File: config.mk
export PLATFORM = sky130hd
export DESIGN_NAME = btls_sampler
export DESIGN_NICKNAME = d
export VERILOG_FILES = /design/src/hw/rtl/btls_pkg.sv /design/src/hw/rtl/btls_sampler.sv
export SDC_FILE = /design/constraint.sdc
export NUM_CORES = 1
export LEC_CHECK = 0
export BUFFER_PORTS_ARGS = -buffer_cell sky130_fd_sc_hd__buf_4
export CAP_MARGIN = 5
export CORE_ASPECT_RATIO = 1.4
export CORE_MARGIN = 1
export CORE_UTILIZATION = 60
export CTS_CLUSTER_SIZE = 8
export DETAILED_ROUTE_END_ITERATION = 16
export PLACE_DENSITY = 0.79
export REMOVE_ABC_BUFFERS = 1
export SLEW_MARGIN = 5
export SYNTH_ARGS = -nofsm -noshare
export SYNTH_HDL_FRONTEND = slang
export SYNTH_SLANG_ARGS = --single-unit
export TNS_END_PERCENT = 30
File: constraint.sdc
create_clock -name clk -period 20.1 [get_ports clk]
set_clock_uncertainty 0.1 [all_clocks]
set_input_delay 6.03 -clock clk [delete_from_list [all_inputs] [get_ports clk]]
set_output_delay 6.03 -clock clk [all_outputs]
set_load 0.05 [all_outputs]
File: src/hw/rtl/btls_pkg.sv
`timescale 1ns / 1ps
// Shared types, constants and codes of the BMP texture loader and sampler.
package btls_pkg;

  // Texture limits and header layout.
  localparam int MAX_WIDTH    = 256;
  localparam int MAX_HEIGHT   = 256;
  localparam int HEADER_BYTES = 30;
  localparam int OFS_POS      = 10;
  localparam int WID_POS      = 18;
  localparam int HGT_POS      = 22;
  localparam int BPP_POS      = 28;

  // Derived widths.
  localparam int DIMW_W    = $clog2(MAX_WIDTH + 1);
  localparam int DIMH_W    = $clog2(MAX_HEIGHT + 1);
  localparam int XI_W      = (MAX_WIDTH > 1) ? $clog2(MAX_WIDTH) : 1;
  localparam int YI_W      = (MAX_HEIGHT > 1) ? $clog2(MAX_HEIGHT) : 1;
  localparam int TEX_DEPTH = MAX_WIDTH * MAX_HEIGHT;
  localparam int ADDR_W    = (TEX_DEPTH > 1) ? $clog2(TEX_DEPTH) : 1;
  localparam int RS_W      = $clog2(4 * MAX_WIDTH + 1);
  localparam int RBI_W     = $clog2(4 * MAX_WIDTH);
  localparam int PROD_W    = DIMH_W + RS_W;
  localparam int COORD_W   = 20;
  localparam int FRAC_W    = 16;
  localparam int TEXEL_W   = 24;

  // Accepted pixel depths.
  localparam logic [15:0] BPP_24 = 16'd24;
  localparam logic [15:0] BPP_32 = 16'd32;

  // Request and result kinds.
  localparam logic REQ_BYTE    = 1'b0;
  localparam logic REQ_SAMPLE  = 1'b1;
  localparam logic KIND_LOAD   = 1'b0;
  localparam logic KIND_SAMPLE = 1'b1;

  // Status codes.
  localparam logic [2:0] ST_OK     = 3'd0;
  localparam logic [2:0] ST_SHORT  = 3'd1;
  localparam logic [2:0] ST_ZERO   = 3'd2;
  localparam logic [2:0] ST_LARGE  = 3'd3;
  localparam logic [2:0] ST_UNSUP  = 3'd4;
  localparam logic [2:0] ST_NOTEX  = 3'd5;

  // Input item.
  typedef struct packed {
    logic                      req_type;
    logic [7:0]                file_byte;
    logic                      last_byte;
    logic signed [COORD_W-1:0] coord_u;
    logic signed [COORD_W-1:0] coord_v;
  } btls_in_t;

  // Result item.
  typedef struct packed {
    logic       result_kind;
    logic [2:0] status;
    logic [7:0] red;
    logic [7:0] green;
    logic [7:0] blue;
  } btls_out_t;

  // Texel write request from the loader.
  typedef struct packed {
    logic               en;
    logic [ADDR_W-1:0]  addr;
    logic [TEXEL_W-1:0] data;
  } btls_wr_t;

  // Geometry and state of the loaded texture.
  typedef struct packed {
    logic              valid;
    logic [DIMW_W-1:0] width;
    logic [DIMH_W-1:0] height;
  } btls_tex_t;

endpackage

File: src/hw/rtl/btls_sampler.sv
`timescale 1ns / 1ps
// Nearest-texel address generator: scale, clamp, flip v, form the row-major address.
module btls_sampler
  import btls_pkg::*;
(
  input  logic                      clk,
  input  logic                      fire,
  input  logic signed [COORD_W-1:0] coord_u,
  input  logic signed [COORD_W-1:0] coord_v,
  input  btls_tex_t                 tex,
  output logic [ADDR_W-1:0]         rd_addr
);

  localparam int UP_W = COORD_W - 1 + DIMW_W;
  localparam int VP_W = COORD_W - 1 + DIMH_W;
  localparam int UT_W = UP_W - FRAC_W;
  localparam int VT_W = VP_W - FRAC_W;

  logic [UP_W-1:0] u_prod;
  logic [VP_W-1:0] v_prod;
  logic [UT_W-1:0] u_t;
  logic [VT_W-1:0] v_t;
  logic [XI_W-1:0] x_nxt, x_r;
  logic [YI_W-1:0] y_nxt, yf_r;

  // Scale the coordinates by the texture size and drop the fraction.
  assign u_prod = UP_W'(coord_u[COORD_W-2:0]) * UP_W'(tex.width);
  assign v_prod = VP_W'(coord_v[COORD_W-2:0]) * VP_W'(tex.height);
  assign u_t    = u_prod[UP_W-1:FRAC_W];
  assign v_t    = v_prod[VP_W-1:FRAC_W];

  // Clamp to the texture: negative to zero, past the edge to the last texel.
  always_comb begin
    if (coord_u[COORD_W-1]) begin
      x_nxt = '0;
    end else if (u_t >= UT_W'(tex.width)) begin
      x_nxt = XI_W'(tex.width - DIMW_W'(1));
    end else begin
      x_nxt = XI_W'(u_t);
    end
    if (coord_v[COORD_W-1]) begin
      y_nxt = '0;
    end else if (v_t >= VT_W'(tex.height)) begin
      y_nxt = YI_W'(tex.height - DIMH_W'(1));
    end else begin
      y_nxt = YI_W'(v_t);
    end
  end

  // Texel coordinates, with v flipped since rows are stored bottom-up.
  always_ff @(posedge clk) begin
    if (fire) begin
      x_r  <= x_nxt;
      yf_r <= YI_W'(tex.height - DIMH_W'(1) - DIMH_W'(y_nxt));
    end
  end

  assign rd_addr = ADDR_W'(ADDR_W'(yf_r) * ADDR_W'(tex.width) + ADDR_W'(x_r));

endmodule

Word level (Yosys, flattened, before mapping)
Index checks and enable logic that the tools add are counted.
{"block": "word_totals", "register_bits": 16, "inputBits": 61, "output_inout_bits": 16, "word_cells": 14}
{"block": "classes", "addsub": 4, "multipliers": 3, "magnitude_cmp": 2, "n_mux": 3}
{"cell": "19-bit by 9-bit multiplier with 28-bit output", "count": 2}
{"cell": "12-bit by 9-bit >= comparator with 1-bit output", "count": 2}
{"cell": "8-bit 2-to-1 mux", "count": 3}
{"cell": "16-bit by 8-bit adder with 16-bit output", "count": 1}
{"cell": "8-bit by 9-bit multiplier with 16-bit output", "count": 1}
{"cell": "8-bit by 1-bit subtractor with 8-bit output (second input constant)", "count": 2}
{"cell": "8-bit subtractor", "count": 1}

Depth between registers and ports, before layout
Gate-level depths: netlist of the first run.
{"block": "depth", "ltp_word": 5, "mapped_depth": 38, "mapped_depth_nobuf": 35}

Worst setup path after synthesis of the first run
Ideal clock, no wire load.
{"block": "synth_timing", "kind": "input -> output", "start": "in tex[12] (netlist bit)", "end": "out rd_addr[15]", "arrival_ns": 10.731, "t_required_ns": 13.970, "slack_ns": 3.239, "stages": 22, "path_buffers": 2, "cell_sequence": "clkbuf_1 > clkbuf_1 > nand2_1 > fa_1 > inv_1 > ha_1 > ha_1 > inv_1 > fa_1 > inv_1 > ha_1 > inv_1 > fa_1 > nor2b_1 > o21ai_0 > a21boi_0 > o21ai_0 > a21boi_0 > o21ai_0 > a21oi_1 > o41ai_1 > xnor2_1"}
{"block": "synth_via", "elab_chain_len": 2}
{"element": "start, declared", "line_no": "btls_sampler.sv:10", "text": "input btls_tex_t tex,"}
{"element": "8-bit by 9-bit multiplier with 16-bit output", "line_no": "btls_sampler.sv:58", "text": "assign rd_addr = ADDR_W'(ADDR_W'(yf_r) * ADDR_W'(tex.width) + ADDR_W'(x_r));"}
{"element": "16-bit by 8-bit adder with 16-bit output", "line_no": "btls_sampler.sv:58"}
{"element": "end, declared", "line_no": "btls_sampler.sv:11", "text": "output logic [ADDR_W-1:0] rd_addr"}
No other way between the ends.

Final worst setup path of the first run
{"block": "layout_timing", "start": "in tex[13] (netlist bit)", "end": "out rd_addr[14]"}
Same word-level chain as after synthesis.

==> impl_metrics.ini, run 1 <==
[logic_synthesis]
synthCells = 1616
async_reset_ff_frac = 0
synth_seq_area_share = 0.0343
yosysUniqueCellTypes = 70
synth_edf_count = 16
synth_top_area_frac = 0.411
ys_ff_latch = 16
avgSynthCellArea_um2 = 8.68
synthTopCellsByArea = fa_1, ha_1, inv_1
ys_warn_count = 0
yosys.area.top_type = fa_1
synth_area_um2 = 14000
yosys_most_used_dff = edfxtp_1

[global_routing]
grt_start_max_net_pins = 32
grt-ovfl-total = 0
grt_pass1_vias = 11800
grt_use_total = 0.265
antenna_found_initial = 0
grt_pass1_wl_um = 51900

[clock_network]
htree_levels = 1
numCtsBuffers = 3
cts_resized = 0
clockBufferDepth = 2
root_buffer = clkbuf_16
cts_setup_buffers = 0
cts_tree = built
clock-sinks = 16
clk_pin_slew_worst_paths_ns = 0.05
cts_hold_buf = 0

[worst_setup_path]
cp.required_ns = 13.97
worstSetupEndpointType = output port
cp_slowest_cell = fa_1
worstPathCellList = buf_4 > nand2_1 > fa_1 > fa_1 > inv_1 > ha_1 > inv_1 > fa_1 > inv_1 > ha_1 > a21o_1 > a21oi_1 > o21ai_0 > a21oi_1 > nand2b_1 > a21boi_0 > o31a_1 > o41ai_1 > xnor2_1 > buf_4
cp-start-kind = input pin
crit_arrival_ns = 10.67
path_max_fanout = 30
crit_buf_inv = 5
critPathMaxStageDelay_ns = 0.52
path_class = input pin to output port
crit_family = adder cells

[place]
port_buffers = 75
preCtsSetupSlack_ns = 3.30
hpwlAfterDp_um = 23800
place.gp.congestion = 0.841

[drt]
antenna_left = 0
dr.first_iter.drc_count = 358
via_per_inst = 5.45
vias = 10500
routed_wl_um = 29000
drc = 0
first_pass_iters = 5
wl_per_cell_um = 15.1

[timing]
rsz0062_at_grt = no
hold_viol_final = 0
tightest_slew_ns = 0.871
fin_ws_ns = 3.30
setup_tns_ns = 0
min_period_ns = 16.80
relSlewSlack = 0.418
maxSlewViolCount = 0
timing.final.crit_share = 0.836
setup_viol = 0
max_freq_mhz = 59.5

[worst_hold_path]
min-delay-start = fire
min_path_cells = 1
holdPathEnd = x_r[0]
hp-class = input pin to register

[die]
die-area_um2 = 24000
design.core.area_um2 = 22800
start_util = 0.616
die-height_um = 183
io_pins = 77
num_rows = 65
die_x_um = 131

[layout]
layout-drive-gt1-share = 0.0653
post-route-util = 0.648
seqCellArea_um2 = 480
final_nets = 2124
syn_to_final_growth_pct = 5.17
fillers = 1919
multiInputGateArea_um2 = 11900
diodes = 0

[run_status]
status = completed

[job]
maxCapViolations = 0
==> final cells by class <==
type	count	share of cell area
clock buffers	3	0.00509
flip-flops and latches	16	0.0326
repair buffers	75	0.0382
multi-input cells	1168	0.807
inverters	360	0.0916
well taps	301	0.0255
clock inverters	1	0.000254
==> how the worst max path moves through the flow <==
stage	from	to	slack, ns	depth (start not counted)
final	tex[13]	rd_addr[14]	3.30	20
after global routing	tex[14]	rd_addr[15]	2.87	20
after CTS	tex[13]	rd_addr[14]	3.30	20
after detailed placement	tex[13]	rd_addr[14]	3.30	20
after global placement	tex[13]	rd_addr[14]	3.36	20
after floorplan	tex[12]	rd_addr[15]	3.76	20
==> kinds of logic (layout without fill, tap and decap cells) <==
| kind of cell | after synthesis | in the layout | share of synthesized area |
|---|---|---|---|
| AND/OR/NAND/NOR | 535 | 535 | 0.192 |
| XOR/XNOR | 51 | 51 | 0.0318 |
| multiplexers | 7 | 7 | 0.00544 |
| AO/OA/AOI/OAI | 136 | 136 | 0.0737 |
| flip-flops | 16 | 16 | 0.0343 |
| buffers and inverters | 432 | 439 | 0.117 |
| adder cells (fa/ha/maj) | 439 | 439 | 0.546 |
==> synth_stat cells, drive strengths merged, types with 5 or more instances <==
master  count
ha        151
a21o       14
o21a        8
a31oi       5
mux2i       5
nand2b      8
a211oi     15
and2      197
o211ai      6
nor3        9
and3        5
a21oi      27
edfxtp     16
xor2       13
clkbuf     54
nand4       7
nand2     232
o21bai      5
buf        18
nand3       5
fa        288
inv       360
xnor2      38
nor2       49
o21ai      24
==> registers in the layout (all words and copies together), names as in the netlist <==
name and count:
yf_r 8, x_r 8
==> routing by layer <==
| metal | GRT usage | part of all wire | wire (um) | vias to the layer above |
|---|---|---|---|---|
| met2 | 0.553 | 0.57 | 16600 | 246 |
| li1 | - | - | - | 4882 |
| met1 | 0.278 | 0.37 | 10600 | 5293 |
| met4 | 0.0795 | 0.029 | 840 | 0 |
| met5 | 0 | 0 | 0 | - |
| met3 | 0.0149 | 0.032 | 928 | 71 |
==> cells in the final DEF (no fill, tap or decap), types with 6 or more instances in the layout <==
cell        n
a21oi_1    27
and2_1    194
inv_1     358
fa_1      288
xnor2_1    38
buf_4      75
a211oi_1    7
a211oi_2    8
ha_1      151
nand4_1     6
nor2_1     45
edfxtp_1   16
nor3_1      9
o21a_1      8
xor2_1     13
o211ai_1    6
a21o_1     14
o21ai_1     7
nand2_1   232
o21ai_0    17
nand2b_1    8
==> per-stage QoR <==
| step | hold slack [ns] | instance area [um2] | cells |
|---|---|---|---|
| 2_1_floorplan | 6.04 | 13700 | 1544 |
| 5_1_grt | 6.06 | 14800 | 1924 |
| 6_report | 6.06 | 14800 | 1924 |
| 3_3_place_gp | 6.30 | 14700 | 1920 |
| 4_1_cts | 6.06 | 14800 | 1924 |
| 3_5_place_dp | 6.31 | 14700 | 1920 |
Power of run 1 is not shown: default switching activity piles up to over one toggle a cycle in this logic, so the estimate is an artifact.
==> inputs of run 2 (changes only) <==
--- a/config.mk
+++ b/config.mk
@@ -5,6 +5,7 @@
 export SDC_FILE = /design/constraint.sdc
 export NUM_CORES = 1
 export LEC_CHECK = 0
+export ABC_AREA = 1
 export BUFFER_PORTS_ARGS = -buffer_cell sky130_fd_sc_hd__buf_4
 export CAP_MARGIN = 5
 export CORE_ASPECT_RATIO = 1.4
@@ -12,7 +13,7 @@
 export CORE_UTILIZATION = 60
 export CTS_CLUSTER_SIZE = 8
 export DETAILED_ROUTE_END_ITERATION = 16
-export PLACE_DENSITY = 0.79
+export PLACE_DENSITY = 0.78
 export REMOVE_ABC_BUFFERS = 1
 export SLEW_MARGIN = 5
 export SYNTH_ARGS = -nofsm -noshare
==> constraint.sdc (replaced) <==
create_clock -name clk -period 16.8 [get_ports clk]
set_clock_uncertainty 0.1 [all_clocks]
set_input_delay 5.04 -clock clk [delete_from_list [all_inputs] [get_ports clk]]
set_output_delay 5.04 -clock clk [all_outputs]
set_load 0.05 [all_outputs]
==> run 2 against run 1 <==
Critical endpoint is now rd_addr[13]; area after synthesis grew 9.5%; critical path type unchanged; sequential cell count is the same; non-clock buffer count is the same; core utilization shrank 0.50 points; global-route usage grew 2.5 points.
==> impl_metrics.ini, run 2 <==
[run_status]
status = completed

[logic_synthesis]
synth_top_area_frac = 0.375
synth_seq_area_share = 0.0313
synthCells = 2174
synth_edf_count = 16
muxShareOfSynthArea = 0
avgSynthCellArea_um2 = 7.07
synth_compound_area_frac = 0.0395
ys_ff_latch = 16
synthMostInstantiatedCell = inv_1
synth_area_um2 = 15400
yosysUniqueCellTypes = 47
synth_top_family_by_area = adder cells
synthTopCellsByArea = fa_1, inv_1, nand2_1
yosys.area.top_type = fa_1
synth-xor-area-share = 0.0251
synth_common_cells = inv_1, nand2_1, fa_1
yosys_most_used_dff = edfxtp_1
ys_warn_count = 0
async_reset_ff_frac = 0
synthAdderAreaFrac = 0.498
yosys.area_share.simple = 0.220

[layout]
diodes = 0
syn_to_final_growth_pct = 4.32
final_cell_mix = inv_1, nand2_1, fa_1
final_nets = 2663
layout-drive-gt1-share = 0.0546
reg_top3 = x_r: 8 flops, yf_r: 8 flops
layout_commonest_cell = inv_1

[global_routing]
grt_start_max_net_pins = 31
grt_pass1_wl_um = 60800
grt.busiest_layer = met2
grt-ovfl-total = 0
met1_usage = 0.306
antenna_found_initial = 0
gr-usage-met2 = 0.580
grt_use_total = 0.290
grt.met3_usage = 0.0215
grt_pass1_vias = 14200

[worst_setup_path]
worstSetupEndpointType = output port
worstPathCellList = buf_4 > nand2_1 > fa_1 > fa_1 > fa_1 > fa_1 > inv_1 > ha_1 > a21oi_1 > nand2_1 > nand2_1 > nand2_1 > a21oi_1 > o21ai_0 > nand2_1 > nand2_1 > a21oi_1 > xor2_1 > buf_4
crit_arrival_ns = 9.34
path_class = input pin to output port
crit_family = adder cells
cp_slowest_cell = fa_1
path_max_fanout = 30
cp-start-kind = input pin
cp.required_ns = 11.66
crit_end = rd_addr[13]
crit_buf_inv = 3
crit_cells = 19
crit_start = tex[15]
crit_path_frequent_cell = nand2_1
critPathMaxStageDelay_ns = 0.51

[clock_network]
root_buffer = clkbuf_16
cts_setup_buffers = 0
cts_hold_buf = 0
clockBufferDepth = 2
numCtsBuffers = 3
clk_pin_slew_worst_paths_ns = 0.05
cts_resized = 0
clock-sinks = 16
cts_tree = built
htree_levels = 1

[place]
place.gp.congestion = 0.906
port_buffers = 75
hpwlAfterDp_um = 28700
preCtsSetupSlack_ns = 2.32

[timing]
tightest_slew_ns = 0.441
rsz0062_at_grt = no
hold_viol_final = 0
relSlewSlack = 0.706
setup_viol = 0
setup_tns_ns = 0
min_period_ns = 14.48
max_freq_mhz = 69.1
timing.final.crit_share = 0.862
fin_ws_ns = 2.32
maxSlewViolCount = 0

[die]
num_rows = 68
start_util = 0.616
die_x_um = 137
die-height_um = 191
design.core.area_um2 = 24900
die-area_um2 = 26300
io_pins = 77

[worst_hold_path]
hp-class = input pin to register

[drt]
routed_wl_um = 34700
wl_per_cell_um = 14.0
via_per_inst = 5.22
first_pass_iters = 5
vias = 12900
drc = 0
dr.first_iter.drc_count = 570
antenna_left = 0

[job]
maxCapViolations = 0
==> run 2: changes by cell type in the layout (fill, tap and decap cells not counted), moves of 11 or more <==
cell	previous run	this run
nand2_2	0	11
nor2_1	45	73
xor2_1	13	29
and2_1	194	1
xnor2_1	38	15
inv_1	358	658
a21oi_1	27	53
nand2_1	232	641
nand3_1	5	49
==> run 2: cells by family after synthesis <==
family,Yosys count
and+or+nand+nor,817
xor gates and xnor gates,44
adders and majority gates,439
AOI/OAI and AO/OA,106
buffers and inverters,752
DFF,16
==> run 2: layout make-up <==
class,instances,area [um2]
Clock inverter,1,3.75
Fill cell,2273,8900
Sequential cell,16,480
Inverter,661,2480
Tap cell,315,394
Clock buffer,3,75.1
Timing Repair Buffer,75,563
Multi-Input combinational cell,1406,12000
==> run 2: metrics by stage <==
step	utilization	std cells	cell area, um2	hold WS, ns
4_1_cts	0.643	2477	16000	5.07
5_1_grt	0.643	2477	16000	5.07
2_1_floorplan	-	2083	15000	5.05
3_3_place_gp	0.640	2473	15900	5.31
3_5_place_dp	0.640	2473	15900	5.32
6_report	0.643	2477	16000	5.06
==> run 2: layer usage <==
metal	wire (um)	vias up
li1	-	6136
met1	12500	6262
met2	19100	407
met3	1750	120
met4	1300	0
met5	0	-
==> run 2: worst min-delay path by stage <==
stage	from	end	slack, ns	depth (start not counted)
6_report	fire	x_r[2]	5.06	1
5_1_grt	fire	yf_r[0]	5.07	1
4_1_cts	fire	x_r[0]	5.07	1
3_5_place_dp	fire	x_r[0]	5.32	1
3_3_place_gp	fire	x_r[0]	5.31	1
2_1_floorplan	fire	x_r[0]	5.05	0
Power of run 2 is left out for the same reason.
